## config.mk

```make
export PLATFORM = sky130hd
export DESIGN_NAME = sprite_blit_color_key_mirror
export DESIGN_NICKNAME = d
export VERILOG_FILES = /design/src/rtl/sbcm_pkg.sv /design/src/rtl/sbcm_cfg.sv /design/src/rtl/sbcm_count.sv /design/src/rtl/sbcm_place.sv /design/src/rtl/sprite_blit_color_key_mirror.sv
export SDC_FILE = /design/constraint.sdc
export NUM_CORES = 1
export LEC_CHECK = 0
export BUFFER_PORTS_ARGS = -buffer_cell sky130_fd_sc_hd__buf_4
export CAP_MARGIN = 20
export CORE_ASPECT_RATIO = 0.8
export CORE_MARGIN = 2
export CORE_UTILIZATION = 54
export CTS_CLUSTER_SIZE = 25
export DETAILED_ROUTE_END_ITERATION = 8
export PLACE_DENSITY = 0.77
export SLEW_MARGIN = 20
export SYNTH_ARGS = -nofsm -noshare
export SYNTH_HDL_FRONTEND = slang
export SYNTH_SLANG_ARGS = --single-unit
```

## constraint.sdc

```tcl
create_clock -name clk -period 9.2 [get_ports clk]
set_input_delay 1.38 -clock clk [delete_from_list [all_inputs] [get_ports clk]]
set_output_delay 1.38 -clock clk [all_outputs]
set_load 0.05 [all_outputs]
```

## src/rtl/sbcm_pkg.sv

```systemverilog
package sbcm_pkg;

	// Screen and sprite limits.
	localparam int SCREEN_COLUMNS  = 640;
	localparam int SCREEN_ROWS     = 480;
	localparam int MAX_SPRITE_SIDE = 256;

	localparam int SIDE_W  = 9;                          // width of a side length, 1..256
	localparam int CNT_W   = $clog2(MAX_SPRITE_SIDE);   // column and row counters
	localparam int CHAN_W  = 9;
	localparam int CENTRE_W = 12;
	localparam int ORIGIN_W = CENTRE_W + 1;              // centre minus half a side
	localparam int POS_W   = ORIGIN_W + 1;               // origin plus offset within the sprite
	localparam int CFG_DATA_W = 12;
	localparam int CFG_IDX_W  = 3;
	localparam int WRITE_X_W = 10;
	localparam int WRITE_Y_W = 9;

	localparam logic [SIDE_W-1:0] MAX_SIDE = SIDE_W'(MAX_SPRITE_SIDE);
	localparam logic signed [POS_W-1:0] X_LIMIT = POS_W'(SCREEN_COLUMNS);
	localparam logic signed [POS_W-1:0] Y_LIMIT = POS_W'(SCREEN_ROWS);
	localparam logic [CHAN_W-1:0] CHAN_KEY = '1;        // -1 in every channel is transparent

	typedef enum logic [CFG_IDX_W-1:0] {
		REG_SPRITE_WIDTH  = 3'd0,
		REG_SPRITE_HEIGHT = 3'd1,
		REG_CENTER_X      = 3'd2,
		REG_CENTER_Y      = 3'd3,
		REG_FACE_LEFT     = 3'd4
	} cfg_reg_t;

	// Settings as the datapath sees them: sides already clamped, origin already worked out.
	typedef struct packed {
		logic [SIDE_W-1:0]          width;
		logic [SIDE_W-1:0]          height;
		logic signed [ORIGIN_W-1:0] left;
		logic signed [ORIGIN_W-1:0] top;
		logic                       face_left;
	} cfg_t;

	// One pixel held in the first stage, with its position inside the sprite.
	typedef struct packed {
		logic signed [CHAN_W-1:0] red;
		logic signed [CHAN_W-1:0] green;
		logic signed [CHAN_W-1:0] blue;
		logic [CNT_W-1:0]         col;
		logic [CNT_W-1:0]         row;
	} pix_t;

	function automatic logic [SIDE_W-1:0] clamp_side(input logic [SIDE_W-1:0] v);
		logic [SIDE_W-1:0] r;
		if (v == '0) begin
			r = SIDE_W'(1);
		end else if (v > MAX_SIDE) begin
			r = MAX_SIDE;
		end else begin
			r = v;
		end
		return r;
	endfunction

endpackage

```

## src/rtl/sbcm_cfg.sv

```systemverilog
module sbcm_cfg
	import sbcm_pkg::*;
(
	input  logic                  clk,
	input  logic                  arst_n,
	input  logic                  cfg_we,
	input  logic [CFG_IDX_W-1:0]  cfg_index,
	input  logic [CFG_DATA_W-1:0] cfg_data,
	output cfg_t                  cfg
);

	logic [SIDE_W-1:0]   width_q;
	logic [SIDE_W-1:0]   height_q;
	logic [CENTRE_W-1:0] center_x_q;
	logic [CENTRE_W-1:0] center_y_q;
	logic                face_left_q;
	logic [SIDE_W-1:0]   width_c;
	logic [SIDE_W-1:0]   height_c;

	always_ff @(posedge clk or negedge arst_n) begin
		if (!arst_n) begin
			width_q     <= SIDE_W'(1);
			height_q    <= SIDE_W'(1);
			center_x_q  <= '0;
			center_y_q  <= '0;
			face_left_q <= 1'b0;
		end else if (cfg_we) begin
			unique case (cfg_reg_t'(cfg_index))
				REG_SPRITE_WIDTH:  width_q     <= cfg_data[SIDE_W-1:0];
				REG_SPRITE_HEIGHT: height_q    <= cfg_data[SIDE_W-1:0];
				REG_CENTER_X:      center_x_q  <= cfg_data[CENTRE_W-1:0];
				REG_CENTER_Y:      center_y_q  <= cfg_data[CENTRE_W-1:0];
				REG_FACE_LEFT:     face_left_q <= cfg_data[0];
				default: begin
				end
			endcase
		end
	end

	assign width_c  = clamp_side(width_q);
	assign height_c = clamp_side(height_q);

	// The top-left corner sits half a side (rounded down) before the centre.
	always_comb begin
		cfg.width     = width_c;
		cfg.height    = height_c;
		cfg.face_left = face_left_q;
		cfg.left      = $signed({center_x_q[CENTRE_W-1], center_x_q})
		              - $signed({1'b0, 4'b0, width_c[SIDE_W-1:1]});
		cfg.top       = $signed({center_y_q[CENTRE_W-1], center_y_q})
		              - $signed({1'b0, 4'b0, height_c[SIDE_W-1:1]});
	end

endmodule

```

## src/rtl/sbcm_count.sv

```systemverilog
module sbcm_count
	import sbcm_pkg::*;
(
	input  logic                     clk,
	input  logic                     arst_n,
	input  cfg_t                     cfg,
	input  logic                     in_valid,
	output logic                     in_ready,
	input  logic signed [CHAN_W-1:0] pixel_red,
	input  logic signed [CHAN_W-1:0] pixel_green,
	input  logic signed [CHAN_W-1:0] pixel_blue,
	input  logic                     end_of_sprite,
	input  logic                     take,
	output pix_t                     item_s1,
	output logic                     valid_s1
);

	logic [CNT_W-1:0] col_q;
	logic [CNT_W-1:0] row_q;
	logic [CNT_W-1:0] col_eff;
	logic [CNT_W-1:0] row_eff;
	logic [CNT_W-1:0] col_next;
	logic [CNT_W-1:0] row_next;
	logic             accept;
	logic [SIDE_W-1:0] width_m1;
	logic [SIDE_W-1:0] height_m1;

	assign in_ready = !valid_s1 || take;
	assign accept   = in_valid && in_ready;

	assign width_m1  = cfg.width - SIDE_W'(1);
	assign height_m1 = cfg.height - SIDE_W'(1);

	// A counter left over from an earlier, larger sprite is held at the last column or row.
	assign col_eff = ({1'b0, col_q} >= cfg.width)  ? width_m1[CNT_W-1:0]  : col_q;
	assign row_eff = ({1'b0, row_q} >= cfg.height) ? height_m1[CNT_W-1:0] : row_q;

	always_comb begin
		col_next = col_eff + CNT_W'(1);
		row_next = row_eff;
		if (end_of_sprite) begin
			col_next = '0;
			row_next = '0;
		end else if (({1'b0, col_eff} + SIDE_W'(1)) >= cfg.width) begin
			col_next = '0;
			if (({1'b0, row_eff} + SIDE_W'(1)) >= cfg.height) begin
				row_next = '0;
			end else begin
				row_next = row_eff + CNT_W'(1);
			end
		end
	end

	always_ff @(posedge clk or negedge arst_n) begin
		if (!arst_n) begin
			col_q    <= '0;
			row_q    <= '0;
			valid_s1 <= 1'b0;
		end else begin
			if (in_ready) begin
				valid_s1 <= in_valid;
			end
			if (accept) begin
				col_q <= col_next;
				row_q <= row_next;
			end
		end
	end

	always_ff @(posedge clk) begin
		if (accept) begin
			item_s1.red   <= pixel_red;
			item_s1.green <= pixel_green;
			item_s1.blue  <= pixel_blue;
			item_s1.col   <= col_eff;
			item_s1.row   <= row_eff;
		end
	end

endmodule

```

## src/rtl/sbcm_place.sv

```systemverilog
module sbcm_place
	import sbcm_pkg::*;
(
	input  logic                        clk,
	input  logic                        arst_n,
	input  cfg_t                        cfg,
	input  pix_t                        item_s1,
	input  logic                        valid_s1,
	output logic                        take,
	output logic                        out_valid,
	input  logic                        out_ready,
	output logic [WRITE_X_W-1:0]        write_x,
	output logic [WRITE_Y_W-1:0]        write_y,
	output logic signed [CHAN_W-1:0]    write_red,
	output logic signed [CHAN_W-1:0]    write_green,
	output logic signed [CHAN_W-1:0]    write_blue
);

	logic [SIDE_W-1:0]        mirror_col;
	logic [SIDE_W-1:0]        offset;
	logic signed [POS_W-1:0]  pos_x;
	logic signed [POS_W-1:0]  pos_y;
	logic                     transparent;
	logic                     on_screen;
	logic                     keep;
	logic                     valid_s2;
	logic [WRITE_X_W-1:0]     x_s2;
	logic [WRITE_Y_W-1:0]     y_s2;
	logic signed [CHAN_W-1:0] red_s2;
	logic signed [CHAN_W-1:0] green_s2;
	logic signed [CHAN_W-1:0] blue_s2;

	// The column is already clamped below the width, so the mirrored offset never goes negative.
	assign mirror_col = cfg.width - SIDE_W'(1) - {1'b0, item_s1.col};
	assign offset     = cfg.face_left ? mirror_col : {1'b0, item_s1.col};

	assign pos_x = $signed({cfg.left[ORIGIN_W-1], cfg.left})
	             + $signed({{(POS_W-SIDE_W){1'b0}}, offset});
	assign pos_y = $signed({cfg.top[ORIGIN_W-1], cfg.top})
	             + $signed({{(POS_W-CNT_W){1'b0}}, item_s1.row});

	assign transparent = (item_s1.red == CHAN_KEY) && (item_s1.green == CHAN_KEY)
	                  && (item_s1.blue == CHAN_KEY);
	// Row 0 and column 0 are treated as off screen.
	assign on_screen = (pos_x > 0) && (pos_x < X_LIMIT) && (pos_y > 0) && (pos_y < Y_LIMIT);
	assign keep      = !transparent && on_screen;

	assign take = !valid_s2 || out_ready;

	always_ff @(posedge clk or negedge arst_n) begin
		if (!arst_n) begin
			valid_s2 <= 1'b0;
		end else if (take) begin
			valid_s2 <= valid_s1 && keep;
		end
	end

	always_ff @(posedge clk) begin
		if (take && valid_s1 && keep) begin
			x_s2     <= pos_x[WRITE_X_W-1:0];
			y_s2     <= pos_y[WRITE_Y_W-1:0];
			red_s2   <= item_s1.red;
			green_s2 <= item_s1.green;
			blue_s2  <= item_s1.blue;
		end
	end

	assign out_valid   = valid_s2;
	assign write_x     = x_s2;
	assign write_y     = y_s2;
	assign write_red   = red_s2;
	assign write_green = green_s2;
	assign write_blue  = blue_s2;

endmodule

```

## src/rtl/sprite_blit_color_key_mirror.sv

```systemverilog
// Channel   Handshake              Beat carries
// input     in_valid / in_ready    pixel_red, pixel_green, pixel_blue, end_of_sprite
// output    out_valid / out_ready  write_x, write_y, write_red, write_green, write_blue
// config    cfg_we                 cfg_index, cfg_data (no wait, no read-back)
//
// One pixel per clock while the output is not stalled: an accepted pixel passes through the
// position register into the output register, which then offers its canvas write.
// Transparent and off-screen pixels leave no beat but still advance the counters.
// A stalled output holds its beat while one more pixel waits in the position register;
// input ready is low only when both are full and the output is not being taken.
// Reset clears the counters and valid flags and sets the registers to a 1x1 sprite at 0,0.
module sprite_blit_color_key_mirror
	import sbcm_pkg::*;
(
	input  logic                     clk,
	input  logic                     arst_n,
	input  logic                     cfg_we,
	input  logic [CFG_IDX_W-1:0]     cfg_index,
	input  logic [CFG_DATA_W-1:0]    cfg_data,
	input  logic                     in_valid,
	output logic                     in_ready,
	input  logic signed [CHAN_W-1:0] pixel_red,
	input  logic signed [CHAN_W-1:0] pixel_green,
	input  logic signed [CHAN_W-1:0] pixel_blue,
	input  logic                     end_of_sprite,
	output logic                     out_valid,
	input  logic                     out_ready,
	output logic [WRITE_X_W-1:0]     write_x,
	output logic [WRITE_Y_W-1:0]     write_y,
	output logic signed [CHAN_W-1:0] write_red,
	output logic signed [CHAN_W-1:0] write_green,
	output logic signed [CHAN_W-1:0] write_blue
);

	cfg_t cfg;
	pix_t item_s1;
	logic valid_s1;
	logic take;

	sbcm_cfg u_cfg (
		.clk       (clk),
		.arst_n    (arst_n),
		.cfg_we    (cfg_we),
		.cfg_index (cfg_index),
		.cfg_data  (cfg_data),
		.cfg       (cfg)
	);

	sbcm_count u_count (
		.clk           (clk),
		.arst_n        (arst_n),
		.cfg           (cfg),
		.in_valid      (in_valid),
		.in_ready      (in_ready),
		.pixel_red     (pixel_red),
		.pixel_green   (pixel_green),
		.pixel_blue    (pixel_blue),
		.end_of_sprite (end_of_sprite),
		.take          (take),
		.item_s1       (item_s1),
		.valid_s1      (valid_s1)
	);

	sbcm_place u_place (
		.clk         (clk),
		.arst_n      (arst_n),
		.cfg         (cfg),
		.item_s1     (item_s1),
		.valid_s1    (valid_s1),
		.take        (take),
		.out_valid   (out_valid),
		.out_ready   (out_ready),
		.write_x     (write_x),
		.write_y     (write_y),
		.write_red   (write_red),
		.write_green (write_green),
		.write_blue  (write_blue)
	);

endmodule

```

=== Word-level counts from Yosys, hierarchy flattened ===
Index checks and enable logic that the tools add are counted.

* Magnitude comparators: 10
* Multiplexer cells: 12
* Reduce and logical (&&, ||, !) cells: 23
* Shift-type cells: 0
* Eq/ne operators: 7
* Bitwise operators: 0
* Add/sub/neg operators: 11
* Divide/modulo/power cells: 0
* Multipliers: 0

{| class="wikitable"
|+ Operator list
! operator !! count
|-
| $mux W8 || 7
|-
| $mux W9 || 5
|-
| $gt A14 B1 Y1 const B || 2
|-
| $eq A9 B9 Y1 const B || 3
|-
| $sub A12 B9 Y13 || 2
|-
| $add A8 B1 Y9 const B || 2
|-
| $ge A8 B9 Y1 || 2
|-
| $ge A9 B9 Y1 || 2
|-
| $gt A9 B9 Y1 const B || 2
|-
| $logic_not A9 Y1 || 2
|-
| $add A8 B1 Y8 const B || 2
|-
| $add A13 B10 Y14 || 1
|-
| $add A13 B9 Y14 || 1
|-
| $lt A14 B10 Y1 const B || 1
|-
| $lt A14 B11 Y1 const B || 1
|-
| $logic_and A1 B1 Y1 || 10
|-
| $reduce_and A2 Y1 || 5
|-
| $sub A9 B1 Y9 const B || 1
|-
| $sub A9 B8 Y9 || 1
|-
| $sub A8 B1 Y8 const B || 1
|-
| $eq A3 B2 Y1 const B || 2
|-
| $eq A3 B1 Y1 const B || 1
|-
| $eq A3 B3 Y1 const B || 1
|-
| $logic_not A1 Y1 || 3
|-
| 2 further kinds || 3
|}

* RAM bits: 0
* Memories: 0
* Register bits after elaboration: 150
* ROM bits: 0
* Input bits: 48
* Latch bits: 0

=== Depth between registers and ports, before layout ===
Gate-level depths: netlist of run 1.

* Depth after elaboration: 13
* Depth in mapped cells: 28

=== By module ===
Synthesis of run 1 repeated with hierarchy kept, for this count alone.

* Cells, all modules: 883
* Area, all modules: 9,546.7 um^2

{| class="wikitable"
|+ Modules (own cells, without submodules)
! module !! area an instance (um^2) !! sequential area each (um^2) !! cells an instance !! instances
|-
| sbcm_count || 3,931.3 || 1,716.6 || 375 || 1
|-
| sbcm_place || 2,942.8 || 1,406.3 || 253 || 1
|-
| sbcm_cfg || 2,672.6 || 1,078.5 || 255 || 1
|}

=== Worst setup path before layout of run 1 ===
OpenSTA, ideal clock, no wires.

* Kind: register to register
* Start point: register u_cfg.width_q[3]
* End point: register u_place.blue_s2[0] (netlist: u_place.write_blue[0]) (enable)
* Buffers on the path: 1
* Slack: 0.256 ns
* Setup time: 0.519 ns
* Stages on the path, launching flop included: 26
* Arrival: 8.424 ns
* Period minus slack after synthesis: 8.944 ns
* Data required time: 8.681 ns
* Path through: dfrtp_1 clkbuf_1 nor3_1 a31oi_1 nor2_1 inv_1 ha_1 xor2_1 inv_1 ha_1 o21ai_0 a21boi_0 o21ai_0 a21boi_0 o21ai_0 mux2i_1 o211ai_1 fa_1 ha_1 or4_1 o22ai_1 xnor2_1 nor2_1 mux2i_1 nor4_1 a21boi_0

* Word-level cells in the longest chain between the ends: 13
* Elaborated cells between the ends (all ways): 16
* Classes of those cells: 4 x add/sub; 3 x order compare; 3 x mux; 6 x reduce/logical

{| class="wikitable"
|+ Ends and longest elaborated chain
! item !! line !! RTL
|-
| start: declaration || sbcm_cfg.sv:12 || <nowiki>logic [SIDE_W-1:0] width_q;</nowiki>
|-
| start signal: assignment || sbcm_cfg.sv:29 || <nowiki>REG_SPRITE_WIDTH: width_q <= cfg_data[SIDE_W-1:0];</nowiki>
|-
| $gt A9 B9 Y1 || sbcm_pkg.sv:54 || <nowiki>end else if (v > MAX_SIDE) begin</nowiki>
|-
| $mux W9 || sbcm_pkg.sv:54 ||
|-
| $mux W9 * || sbcm_pkg.sv:52 || <nowiki>if (v == '0) begin</nowiki>
|-
| $sub A9 B1 Y9 || - ||
|-
| $sub A9 B8 Y9 || sbcm_place.sv:34 || <nowiki>assign mirror_col = cfg.width - SIDE_W'(1) - {1'b0, item_s1.col};</nowiki>
|-
| $mux W9 || sbcm_place.sv:35 || <nowiki>assign offset = cfg.face_left ? mirror_col : {1'b0, item_s1.col};</nowiki>
|-
| $add A13 B10 Y14 * || sbcm_place.sv:38 || <nowiki>+ $signed({{(POS_W-SIDE_W){1'b0}}, offset});</nowiki>
|-
| via u_place.pos_x[8] || sbcm_place.sv:21 || <nowiki>logic signed [POS_W-1:0] pos_x;</nowiki>
|-
| $gt A14 B1 Y1 / $lt A14 B11 Y1 (equally long branches) || sbcm_place.sv:45 || <nowiki>assign on_screen = (pos_x > 0) && (pos_x < X_LIMIT) && (pos_y > 0) && (pos_y < Y_LIMIT);</nowiki>
|-
| $logic_and A1 B1 Y1 * (3 in series) || sbcm_place.sv:45 ||
|-
| $logic_and A1 B1 Y1 * || sbcm_place.sv:46 || <nowiki>assign keep = !transparent && on_screen;</nowiki>
|-
| $logic_and A1 B1 Y1 * || sbcm_place.sv:59 || <nowiki>if (take && valid_s1 && keep) begin</nowiki>
|-
| end signal: assignment || sbcm_place.sv:64 || <nowiki>blue_s2 <= item_s1.blue;</nowiki>
|-
| end: declaration || sbcm_place.sv:31 || <nowiki>logic signed [CHAN_W-1:0] blue_s2;</nowiki>
|}

The timed path passes the listed nets; every way through them passes the cells marked *.
A chain may end at the register's enable or synchronous reset.

=== Worst setup path in the final report of run 1 ===
* Start point: register u_cfg.width_q[3]
* End point: register u_place.red_s2[5] (netlist: u_place.write_red[5]) (enable)

* Word-level cells in the longest chain between the ends: 13
* Elaborated cells between the ends (all ways): 16
* Classes of those cells: 4 x add/sub; 3 x order compare; 3 x mux; 6 x reduce/logical

{| class="wikitable"
|+ Ends and longest elaborated chain
! item !! line !! RTL
|-
| $gt A9 B9 Y1 || sbcm_pkg.sv:54 ||
|-
| $mux W9 || sbcm_pkg.sv:54 ||
|-
| $mux W9 * || sbcm_pkg.sv:52 ||
|-
| $sub A9 B1 Y9 || - ||
|-
| $sub A9 B8 Y9 || sbcm_place.sv:34 ||
|-
| $mux W9 || sbcm_place.sv:35 ||
|-
| $add A13 B10 Y14 * || sbcm_place.sv:38 ||
|-
| via u_place.pos_x[8] || sbcm_place.sv:21 ||
|-
| $gt A14 B1 Y1 / $lt A14 B11 Y1 (equally long branches) || sbcm_place.sv:45 ||
|-
| $logic_and A1 B1 Y1 * (3 in series) || sbcm_place.sv:45 ||
|-
| $logic_and A1 B1 Y1 * || sbcm_place.sv:46 ||
|-
| $logic_and A1 B1 Y1 * || sbcm_place.sv:59 ||
|-
| end signal: assignment || sbcm_place.sv:62 || <nowiki>red_s2 <= item_s1.red;</nowiki>
|-
| end: declaration || sbcm_place.sv:29 || <nowiki>logic signed [CHAN_W-1:0] red_s2;</nowiki>
|}

Marked as above.

==> results of run 1 <==
-- cells in the final DEF, fill, tap and decap left out, drive strengths merged, types with 30 or more instances in the layout --
| cell type | synthesis | layout |
|---|---|---|
| inv | 114 | 121 |
| buf | 2 | 99 |
| edfxtp | 89 | 89 |
| ha | 73 | 73 |
| nand2 | 64 | 64 |
| dfrtp | 59 | 59 |
| o21ai | 48 | 48 |
| a21oi | 40 | 40 |
| mux2 | 38 | 38 |
| nor2 | 30 | 30 |
-- power by group through the flow --
stage / logic, mW / registers, mW / clock network, mW
global route: 2.57 / 1.03 / 0.723
finish: 2.28 / 1.01 / 0.686
floorplan: 1.75 / 1.01 / 0
detailed placement: 2.23 / 1.02 / 0
CTS: 2.26 / 1.01 / 0.695
global placement: 2.18 / 1.02 / 0
-- area by class of cell --
cell class,count,area (um^2)
repair buffers,99,743
fillers,1290,5880
inverters,115,432
clock buffers,17,425
multi-input cells,550,4330
flip-flops and latches,150,4200
clock inverters,15,160
well taps,220,275
-- critical path, cell delays in order (launching register included) --
cell and delay (ns):
dfrtp_1 0.47, nor3_1 0.31, a31oi_1 0.13, nor2_1 0.28, inv_1 0.11, ha_1 0.25
xor2_1 0.28, inv_1 0.11, ha_1 0.32, o21ai_0 0.11, a21boi_0 0.15, o21ai_0 0.21
a21boi_0 0.13, o21ai_0 0.22, mux2i_1 0.22, o211ai_1 0.14, fa_1 0.45, ha_1 0.27
or4_1 0.41, o22ai_1 0.28, xnor2_1 0.20, nor2_1 0.09, mux2i_1 0.13, nor4_1 0.40
a21boi_4 0.61, buf_4 0.42
-- metal layers --
layer / track usage / wire length, um
met5: 0 / 0
met4: 0.0690 / 359
met3: 0.0648 / 1620
met2: 0.354 / 8850
met1: 0.342 / 9470
-- flip-flops by register name, summed over array words and instances, names as in the netlist, 8 cells and up --
register / cells
u_cfg.center_x_q: 12
u_cfg.center_y_q: 12
u_cfg.height_q: 9
u_cfg.width_q: 9
u_count.col_q: 8
u_count.item_s1: 43
u_count.row_q: 8
u_place.write_blue: 9
u_place.write_green: 9
u_place.write_red: 9
u_place.write_x: 10
u_place.write_y: 9
-- worst max path at each step --
stage	from	to	slack [ns]	cells past startpoint
after floorplan	u_cfg.width_q[3]$_DFFE_PN0P_	u_place.write_blue[0]$_DFFE_PP_	0.26	25
after global placement	u_cfg.width_q[3]$_DFFE_PN0P_	u_place.write_green[3]$_DFFE_PP_	2.45	25
after detailed placement	u_cfg.width_q[3]$_DFFE_PN0P_	u_place.write_green[3]$_DFFE_PP_	2.18	25
after CTS	u_cfg.width_q[2]$_DFFE_PN0P_	u_place.write_green[1]$_DFFE_PP_	2.16	25
after global routing	u_cfg.width_q[3]$_DFFE_PN0P_	u_place.write_red[5]$_DFFE_PP_	1.27	27
final	u_cfg.width_q[3]$_DFFE_PN0P_	u_place.write_red[5]$_DFFE_PP_	2.15	25
-- cell families (layout without fill, tap and decap cells) --
logic type,count (synthesis),count (layout),share of synthesized area
AND/OR/NAND/NOR,196,196,0.109
flip-flops,150,150,0.467
adder cells (fa/ha/maj),90,90,0.139
multiplexers,47,47,0.0575
AO/OA/AOI/OAI,190,190,0.147
XOR/XNOR,27,27,0.0263
buffers and inverters,129,246,0.0539
-- cell usage after synthesis (all sizes together), types with 4 or more instances --
cell type    n  area, um^2
o211ai       8        60.1
a21oi       40         211
nand3       12        60.1
nor3b        6        45.0
xnor2       18         158
clkbuf      12        45.0
nor3        20         100
a21o        15         115
mux2        38         428
a211o        4        35.0
xor2         9        78.8
mux2i        9        90.1
a311oi       5        61.3
dfrtp       59        1480
nor2        30         115
o21ai       48         240
a22o         7        61.3
nand3b       4        30.0
nor2b        7        43.8
nand2       64         240
o21bai       4        30.0
o31ai        4        35.0
fa          17         340
a221o        4        41.3
inv        114         428
and2         5        32.5
ha          73         913
nor4         7        43.8
edfxtp      89        2670
and3        10        62.6
nand2b      12        75.1
nand4        7        43.8
o21a        14         105
==> out/metrics.cfg, run 1 <==
[worst_setup_path]
startpoint_type=register
rr_endpoint=u_place.write_red[5]$_DFFE_PP_
r2r_cells=25
critPathRequiredTime_ns=9.30
critPathArrivalTime_ns=7.15
r2r-start=u_cfg.width_q[3]$_DFFE_PN0P_
cp_max_fo=27
cp-end-kind=register
rrSetupSlack_ns=2.15
criticalPathCategory=register to register

[finish]
nets=1071
drive_gt1_frac=0.196
finish.instance_area_um2=10600
area_delta_synth_final_pct=17.4
utilization=0.643
antenna_cells=0
instances_no_fill=1166

[clock_network]
path_clk_slew_ns=0.06
hold_buffers=0
clk_latency_ns=0.43
cts_resized=0
numClockSinks=150
cts_root_buf=clkbuf_16
cts_max_level=4
post-cts-setup-buffer-count=0
cts.path.max_buffers=2
tritoncts.num_buffers=17
cts_tree=built

[route]
vias=6601
routedWlPerCell_um=17.4
ant_nets=0
wirelength_mm=20.3
dr.pass1.iters=5
drc=0
via_per_inst=5.66
drtIter0Drc=600

[sta]
setup_viol=0
timing.hold.ws_ns=0.450
finalCritPeriodShare=0.767
worst_pin_slew_ns=0.968
slew_violations=0
setup_ws_ns=2.15
hold_viol=0
rsz0062_at_grt=false
clock_skew_ns=0.00730
setup_tns_ns=0
fin_crit_ns=7.05
fmax_mhz=142
slew_headroom=0.353

[place]
gp_congestion=0.929
place_inst=1134
dpl_cell_area_um2=9980
pre_cts_ws_ns=2.18
io_buffers=95
dp_hpwl_mm=15.3

[hold_path]
hold_class=register to register
worstHoldStart=u_count.item_s1[29]$_DFFE_PP_
holdPathStages=0
holdPathEnd=u_place.write_green[4]$_DFFE_PP_

[grt]
antenna_found_initial=0
grt_usage=0.237
grt_pass1_vias=6205
grt-ovfl-total=0
grt_pass1_wl_mm=32.2
grt_max_degree=62

[power]
leakage_nw=4.69
switching_power_mw=1.74
p_per_area_nw_per_um2=377
seqPwrFrac=0.255
p_sw_frac=0.438
pwr-share-clk=0.172
p_total_mw=3.98
p_int_mw=2.24
power.share.combinational=0.573
ir_drop_mv=0.164

[flow_run]
maxCapViolations=0

[synth]
synth_edf_count=89
syn_inst=829
syn-num-nets=967
ys_seq_elements=150
async_flop_share=0.407
yosysSeqAreaShare=0.467
syn_area_um2=9000
ys_warn_count=0
syn_avg_cell_area_um2=10.9
ys.flop_type=edfxtp_1
yosys.cell_types.count=74

[floorplan]
initial_core_util=0.547
fp.dieH_um=119
core_um2=16400
ios=96
dieArea_um2=17700
die_w_um=148
rows=42

[status]
status=complete, no violations

Power figures use the tool's default switching activity.
==> inputs of run 2 (changes only) <==
--- a/config.mk
+++ b/config.mk
@@ -9,10 +9,10 @@
 export CAP_MARGIN = 20
 export CORE_ASPECT_RATIO = 0.8
 export CORE_MARGIN = 2
-export CORE_UTILIZATION = 54
+export CORE_UTILIZATION = 60
 export CTS_CLUSTER_SIZE = 25
 export DETAILED_ROUTE_END_ITERATION = 8
-export PLACE_DENSITY = 0.77
+export PLACE_DENSITY = 0.81
 export SLEW_MARGIN = 20
 export SYNTH_ARGS = -nofsm -noshare
 export SYNTH_HDL_FRONTEND = slang
==> constraint.sdc (replaced) <==
create_clock -name clk -period 7.1 [get_ports clk]
set_input_delay 1.065 -clock clk [delete_from_list [all_inputs] [get_ports clk]]
set_output_delay 1.065 -clock clk [all_outputs]
set_load 0.05 [all_outputs]
==> run 2 against run 1 <==
Clock skew is 0.0043 ns higher. Power grew 31%. First-iteration DRC count up 6.2%. Critical path type unchanged. Critical endpoint is now u_place.write_y[8]$_DFFE_PP_.
==> out/metrics.cfg, run 2 (synthesis results as in run 1) <==
[route]
dr.pass1.iters=5  ; unchanged
via_per_inst=5.87  ; +3.7%
routedWlPerCell_um=18.0  ; +3.2%
wirelength_mm=20.5  ; +0.72%
drtIter0Drc=637  ; +6.2%
drc=0  ; unchanged
vias=6683  ; +1.2%
ant_nets=0  ; unchanged

[place]
dp_hpwl_mm=15.1  ; -1.6%
pre_cts_ws_ns=0.653  ; -1.53 ns
place_inst=1106  ; -2.5%
io_buffers=95  ; unchanged
gp_congestion=0.915  ; -1.4%
dpl_cell_area_um2=9970  ; about the same

[worst_setup_path]
rr_endpoint=u_place.write_y[8]$_DFFE_PP_
cp_top_family=compound AO/OA/AOI/OAI gates
critPathArrivalTime_ns=6.67  ; -0.48 ns
r2r-start=u_cfg.width_q[2]$_DFFE_PN0P_
worst-path-buf-inv=3  ; unchanged
critPathRequiredTime_ns=7.21  ; -2.09 ns
cp-end-kind=register
critPathSlowestCell=fa_1
cp.depth=25  ; unchanged
crit_path_max_incr_delay_ns=0.45  ; -0.16 ns
rrSetupSlack_ns=0.54  ; -1.61 ns
r2r_cells=25  ; unchanged
cp_max_fo=46  ; +70%
startpoint_type=register
criticalPathCategory=register to register

[sta]
finalCritPeriodShare=0.925  ; +0.158
fmax_mhz=152  ; +7.4%
slew_violations=0  ; unchanged
setup_viol=0  ; unchanged
fin_crit_ns=6.56  ; -0.487 ns
setup_tns_ns=0  ; unchanged
rsz0062_at_grt=false
slew_headroom=0.448  ; +0.0942
setup_ws_ns=0.535  ; -1.61 ns
worst_pin_slew_ns=0.829  ; -0.139 ns
clock_skew_ns=0.0116  ; +0.00431 ns
timing.hold.ws_ns=0.447  ; -0.00300 ns
hold_viol=0  ; unchanged

[floorplan]
core_um2=14900  ; -9.6%
initial_core_util=0.606  ; +0.0583
dieArea_um2=16000  ; -9.7%
rows=40  ; -4.8%
fp.dieH_um=114  ; -5.0%
die_w_um=141  ; -5.0%
ios=96  ; unchanged

[clock_network]
cts.path.max_buffers=2  ; unchanged
cts_root_buf=clkbuf_16
path_clk_slew_ns=0.07  ; about the same
cts_max_level=4  ; unchanged
cts_tree=built
clk_latency_ns=0.43  ; about the same
tritoncts.num_buffers=17  ; unchanged
numClockSinks=150  ; unchanged

[finish]
utilization=0.713  ; +0.0702
antenna_cells=0  ; unchanged
regMostFlops=u_count.item_s1
multi_input_area_um2=4330  ; about the same
area_delta_synth_final_pct=17.7
fill_cells=1046  ; -19%
finish.instance_area_um2=10600  ; +0.24%
layout_common_cells=inv_1 (113), buf_4 (101), edfxtp_1 (89), ha_1 (73), nand2_1 (64)
reg_top3=u_count.item_s1 (43), u_cfg.center_x_q (12), u_cfg.center_y_q (12)
largest_register_ffs=43  ; unchanged
final_common_cell=inv_1
seq_area_um2=4200  ; unchanged
instances_no_fill=1138  ; -2.4%
nets=1074  ; +0.28%
drive_gt1_frac=0.197  ; +0.00149

[grt]
grt_usage=0.264  ; +0.0268
grt_pass1_wl_mm=33.0  ; +2.3%
antenna_found_initial=0  ; unchanged
grt_pass1_vias=6428  ; +3.6%
grt-ovfl-total=0  ; unchanged
grt_max_degree=62  ; unchanged

[power]
power.share.combinational=0.564  ; -0.009
p_per_area_nw_per_um2=492  ; +31%
pwr-share-clk=0.183  ; +0.011
switching_power_mw=2.23  ; +28%
seqPwrFrac=0.253  ; -0.002
leakage_nw=4.72  ; +0.72%
p_total_mw=5.21  ; +31%
p_int_mw=2.98  ; +33%
ir_drop_mv=0.254  ; +55%
p_sw_frac=0.429  ; -0.00931

[flow_run]
maxCapViolations=0  ; unchanged

[hold_path]
worstHoldStart=u_count.item_s1[28]$_DFFE_PP_
holdPathEnd=u_place.write_green[3]$_DFFE_PP_
holdPathStages=0  ; unchanged
hold_class=register to register

[status]
status=complete, no violations

[run 2: cell types whose count changed in the layout (fill, tap and decap cells not counted), sizes merged]
| cell | change |
|---|---|
| clkinvlp | -1 |
| buf | +3 |
| bufinv | +2 |
| clkinv | -1 |
| inv | -1 |
| clkbuf | +1 |
[run 2: final cells by class]
class / instances / area share
clock buffers: 18 / 0.0405
clock inverters: 14 / 0.0177
inverters: 115 / 0.0407
multi-input cells: 550 / 0.409
flip-flops and latches: 150 / 0.397
well taps: 189 / 0.0223
repair buffers: 102 / 0.0735
[run 2: layer usage]
layer | up-vias | GRT usage | part of all wire
li1 | 3220 | - | -
met5 | - | 0 | 0
met3 | 23 | 0.0554 | 0.061
met4 | 0 | 0.0773 | 0.013
met1 | 3214 | 0.380 | 0.48
met2 | 226 | 0.411 | 0.45
[run 2: what timing repair did]
| item | 4_1_cts | 5_1_grt |
|---|---|---|
| resized for setup | 0 | 1 |
| hold buffers | 0 | 0 |
| buffers inserted | 0 | 0 |
| endpoints found under the setup margin | 0 | 46 |
| endpoints found under the hold margin | 0 | 0 |
[run 2: worst register-to-register path, delay by kind of cell (launching register included)]
family | cells | cell delay [ns]
AO/OA/AOI/OAI | 9 | 1.79
XOR/XNOR | 2 | 0.47
adder cells (fa/ha/maj) | 4 | 1.29
buffers and inverters | 3 | 0.49
flip-flops | 1 | 0.44
multiplexers | 2 | 0.31
AND/OR/NAND/NOR | 5 | 1.44
[run 2: worst max path at each step]
stage,from,end,slack [ns]
CTS,u_cfg.width_q[1]$_DFFE_PN0P_,u_place.write_y[3]$_DFFE_PP_,0.51
global route,u_cfg.width_q[3]$_DFFE_PN0P_,u_place.write_x[8]$_DFFE_PP_,0.06
detailed placement,u_cfg.width_q[2]$_DFFE_PN0P_,u_place.write_red[7]$_DFFE_PP_,0.65
global placement,u_cfg.width_q[3]$_DFFE_PN0P_,u_place.write_red[7]$_DFFE_PP_,0.88
floorplan,u_cfg.width_q[3]$_DFFE_PN0P_,u_place.write_blue[0]$_DFFE_PP_,0.34
finish,u_cfg.width_q[2]$_DFFE_PN0P_,u_place.write_y[8]$_DFFE_PP_,0.54
[run 2: power groups by stage]
| stage | Sequential, mW | Clock (mW) | Combinational, mW |
|---|---|---|---|
| floorplan | 1.31 | 0 | 2.26 |
| global placement | 1.32 | 0 | 2.81 |
| detailed placement | 1.33 | 0 | 2.88 |
| CTS | 1.31 | 0.959 | 2.91 |
| global route | 1.34 | 0.997 | 3.31 |
| finish | 1.32 | 0.952 | 2.94 |
==> inputs of run 3 (changes only) <==
--- a/config.mk
+++ b/config.mk
@@ -7,12 +7,14 @@
 export LEC_CHECK = 0
 export BUFFER_PORTS_ARGS = -buffer_cell sky130_fd_sc_hd__buf_4
 export CAP_MARGIN = 20
+export CELL_PAD_IN_SITES_DETAIL_PLACEMENT = 1
+export CELL_PAD_IN_SITES_GLOBAL_PLACEMENT = 2
 export CORE_ASPECT_RATIO = 0.8
 export CORE_MARGIN = 2
-export CORE_UTILIZATION = 60
+export CORE_UTILIZATION = 39
 export CTS_CLUSTER_SIZE = 25
 export DETAILED_ROUTE_END_ITERATION = 8
-export PLACE_DENSITY = 0.81
+export PLACE_DENSITY_LB_ADDON = 0.1
 export SLEW_MARGIN = 20
 export SYNTH_ARGS = -nofsm -noshare
 export SYNTH_HDL_FRONTEND = slang
==> run 3 against run 2 <==
Critical path type unchanged. Count of clock-buffer cells in the layout decreased by 1. Non-clock buffer count increased by 1. Hold slack improved by 0.0057 ns. Clock skew increased by 0.010 ns. First-iteration DRC count decreased by 56%. Critical path depth unchanged. Global-route usage decreased by 5.6 points. Die area increased by 52%. Register-to-register slack got worse by 0.02 ns. Via count increased by 0.22%. Sequential power about the same. Highest routed layer unchanged.
==> out/metrics.cfg, run 3 (synthesis results as in run 1) <==
[power]
p_total_mw=5.29  ; +1.6%
ir_drop_mv=0.203  ; -20%
p_per_area_nw_per_um2=494  ; +0.40%
leakage_nw=4.70  ; -0.37%

[place]
place_inst=1224  ; +11%
pre_cts_ws_ns=0.365  ; -0.289 ns
io_buffers=95  ; unchanged
dp_hpwl_mm=19.0  ; +26%
dpl_cell_area_um2=10100  ; +1.4%
gp_congestion=0.902  ; -1.4%

[worst_setup_path]
critPathRequiredTime_ns=7.22  ; about the same
rr_endpoint=u_place.write_x[7]$_DFFE_PP_
critPathArrivalTime_ns=6.70  ; +0.03 ns
rrSetupSlack_ns=0.51  ; -0.02 ns
criticalPathCategory=register to register
cp-end-kind=register
startpoint_type=register
cp_max_fo=21  ; -54%
r2r_cells=25  ; unchanged
r2r-start=u_cfg.width_q[2]$_DFFE_PN0P_

[sta]
fin_crit_ns=6.59  ; +0.0222 ns
clock_skew_ns=0.0219  ; +0.0103 ns
slew_headroom=0.391  ; -0.0563
setup_ws_ns=0.513  ; -0.0222 ns
worst_pin_slew_ns=0.911  ; +0.0822 ns
rsz0062_at_grt=false
setup_viol=0  ; unchanged
hold_viol=0  ; unchanged
setup_tns_ns=0  ; unchanged
finalCritPeriodShare=0.928  ; +0.00313
fmax_mhz=152  ; -0.34%
slew_violations=0  ; unchanged
timing.hold.ws_ns=0.452  ; +0.00570 ns

[finish]
largest_register_ffs=43  ; unchanged
layout_common_cells=inv_1 (113), buf_4 (102), edfxtp_1 (89), ha_1 (73), nand2_1 (64)
drive_gt1_frac=0.200  ; +0.00295
antenna_cells=0  ; unchanged
instances_no_fill=1256  ; +10%
finish.instance_area_um2=10700  ; +1.2%
utilization=0.475  ; -0.238
regMostFlops=u_count.item_s1
area_delta_synth_final_pct=19.1
final_common_cell=inv_1
nets=1075  ; +0.093%
reg_top3=u_count.item_s1 (43), u_cfg.center_x_q (12), u_cfg.center_y_q (12)

[clock_network]
cts_root_buf=clkbuf_16
path_clk_slew_ns=0.07  ; about the same
clk_latency_ns=0.44  ; about the same
hold_buffers=0  ; unchanged
cts_tree=built
cts_max_level=4  ; unchanged
tritoncts.num_buffers=17  ; unchanged
numClockSinks=150  ; unchanged
cts.path.max_buffers=2  ; unchanged

[route]
drtIter0Drc=279  ; -56%
wirelength_mm=24.5  ; +20%
ant_nets=0  ; unchanged
via_per_inst=5.33  ; -9.2%
routedWlPerCell_um=19.5  ; +8.4%
drc=0  ; unchanged
vias=6698  ; +0.22%
dr.pass1.iters=4  ; -1

[floorplan]
fp.dieH_um=140  ; +23%
initial_core_util=0.399  ; -0.207
rows=49  ; +23%
die_w_um=174  ; +23%
core_um2=22600  ; +52%
dieArea_um2=24300  ; +52%
ios=96  ; unchanged

[grt]
grt_pass1_vias=7120  ; +11%
grt-ovfl-total=0  ; unchanged
grt_usage=0.208  ; -0.0557
antenna_found_initial=0  ; unchanged
grt_pass1_wl_mm=39.6  ; +20%
grt_max_degree=62  ; unchanged

[hold_path]
holdPathStages=0  ; unchanged
hold_class=register to register
worstHoldStart=u_count.item_s1[42]$_DFFE_PP_
holdPathEnd=u_place.write_red[8]$_DFFE_PP_

[flow_run]
maxCapViolations=0  ; unchanged

[status]
status=complete, no violations

==> run 3: worst max path at each step <==
stage	endpoint	startpoint	depth (start not counted)
2_1_floorplan	u_place.write_blue[0]$_DFFE_PP_	u_cfg.width_q[3]$_DFFE_PN0P_	25
3_3_place_gp	u_place.write_y[0]$_DFFE_PP_	u_cfg.width_q[3]$_DFFE_PN0P_	25
3_5_place_dp	u_place.write_y[0]$_DFFE_PP_	u_cfg.width_q[2]$_DFFE_PN0P_	25
4_1_cts	u_place.write_y[7]$_DFFE_PP_	u_cfg.width_q[2]$_DFFE_PN0P_	25
5_1_grt	u_place.write_x[7]$_DFFE_PP_	u_cfg.width_q[2]$_DFFE_PN0P_	25
6_report	u_place.write_x[7]$_DFFE_PP_	u_cfg.width_q[2]$_DFFE_PN0P_	25
==> run 3: where the power goes <==
group          total, mW  internal (mW)  switching [mW]
Combinational       3.06           1.23            1.83
Sequential          1.32           1.19           0.127
Clock              0.913          0.498           0.416
==> run 3: area by class of cell <==
| type | instances | area, um^2 |
|---|---|---|
| clock buffer | 17 | 425 |
| clock inverter | 15 | 164 |
| fill | 2535 | 11800 |
| timing repair buffer | 103 | 777 |
| tap | 306 | 383 |
| inverter | 115 | 432 |
| multi-input combinational | 550 | 4340 |
| sequential | 150 | 4200 |
==> run 3: timing repair <==
item	in CTS	in global routing
setup endpoints to repair	0	46
gates resized for setup	0	3
hold endpoints to repair	0	0
setup buffers	0	0
==> run 3: layer usage <==
layer | up-vias | GRT usage | share of wire
li1 | 3218 | - | -
met1 | 3340 | 0.288 | 0.48
met2 | 125 | 0.336 | 0.46
met3 | 15 | 0.0413 | 0.041
met4 | 0 | 0.0579 | 0.011
met5 | - | 0 | 0
==> run 3: worst max-delay path, cell delays in order, from the launching register on <==
cell	delay [ns]
dfrtp_1	0.44
nor3_1	0.31
a31oi_1	0.18
nor2_2	0.24
inv_1	0.10
ha_1	0.24
xor2_1	0.32
inv_1	0.13
ha_1	0.33
o21ai_0	0.13
a21boi_0	0.16
o21ai_0	0.24
a21boi_0	0.15
o21ai_0	0.24
mux2i_1	0.22
o211ai_1	0.13
fa_1	0.45
ha_1	0.27
or4_1	0.41
o22ai_1	0.29
xnor2_1	0.20
nor2_1	0.08
mux2i_1	0.14
nor4_2	0.33
a21boi_4	0.25
buf_4	0.29
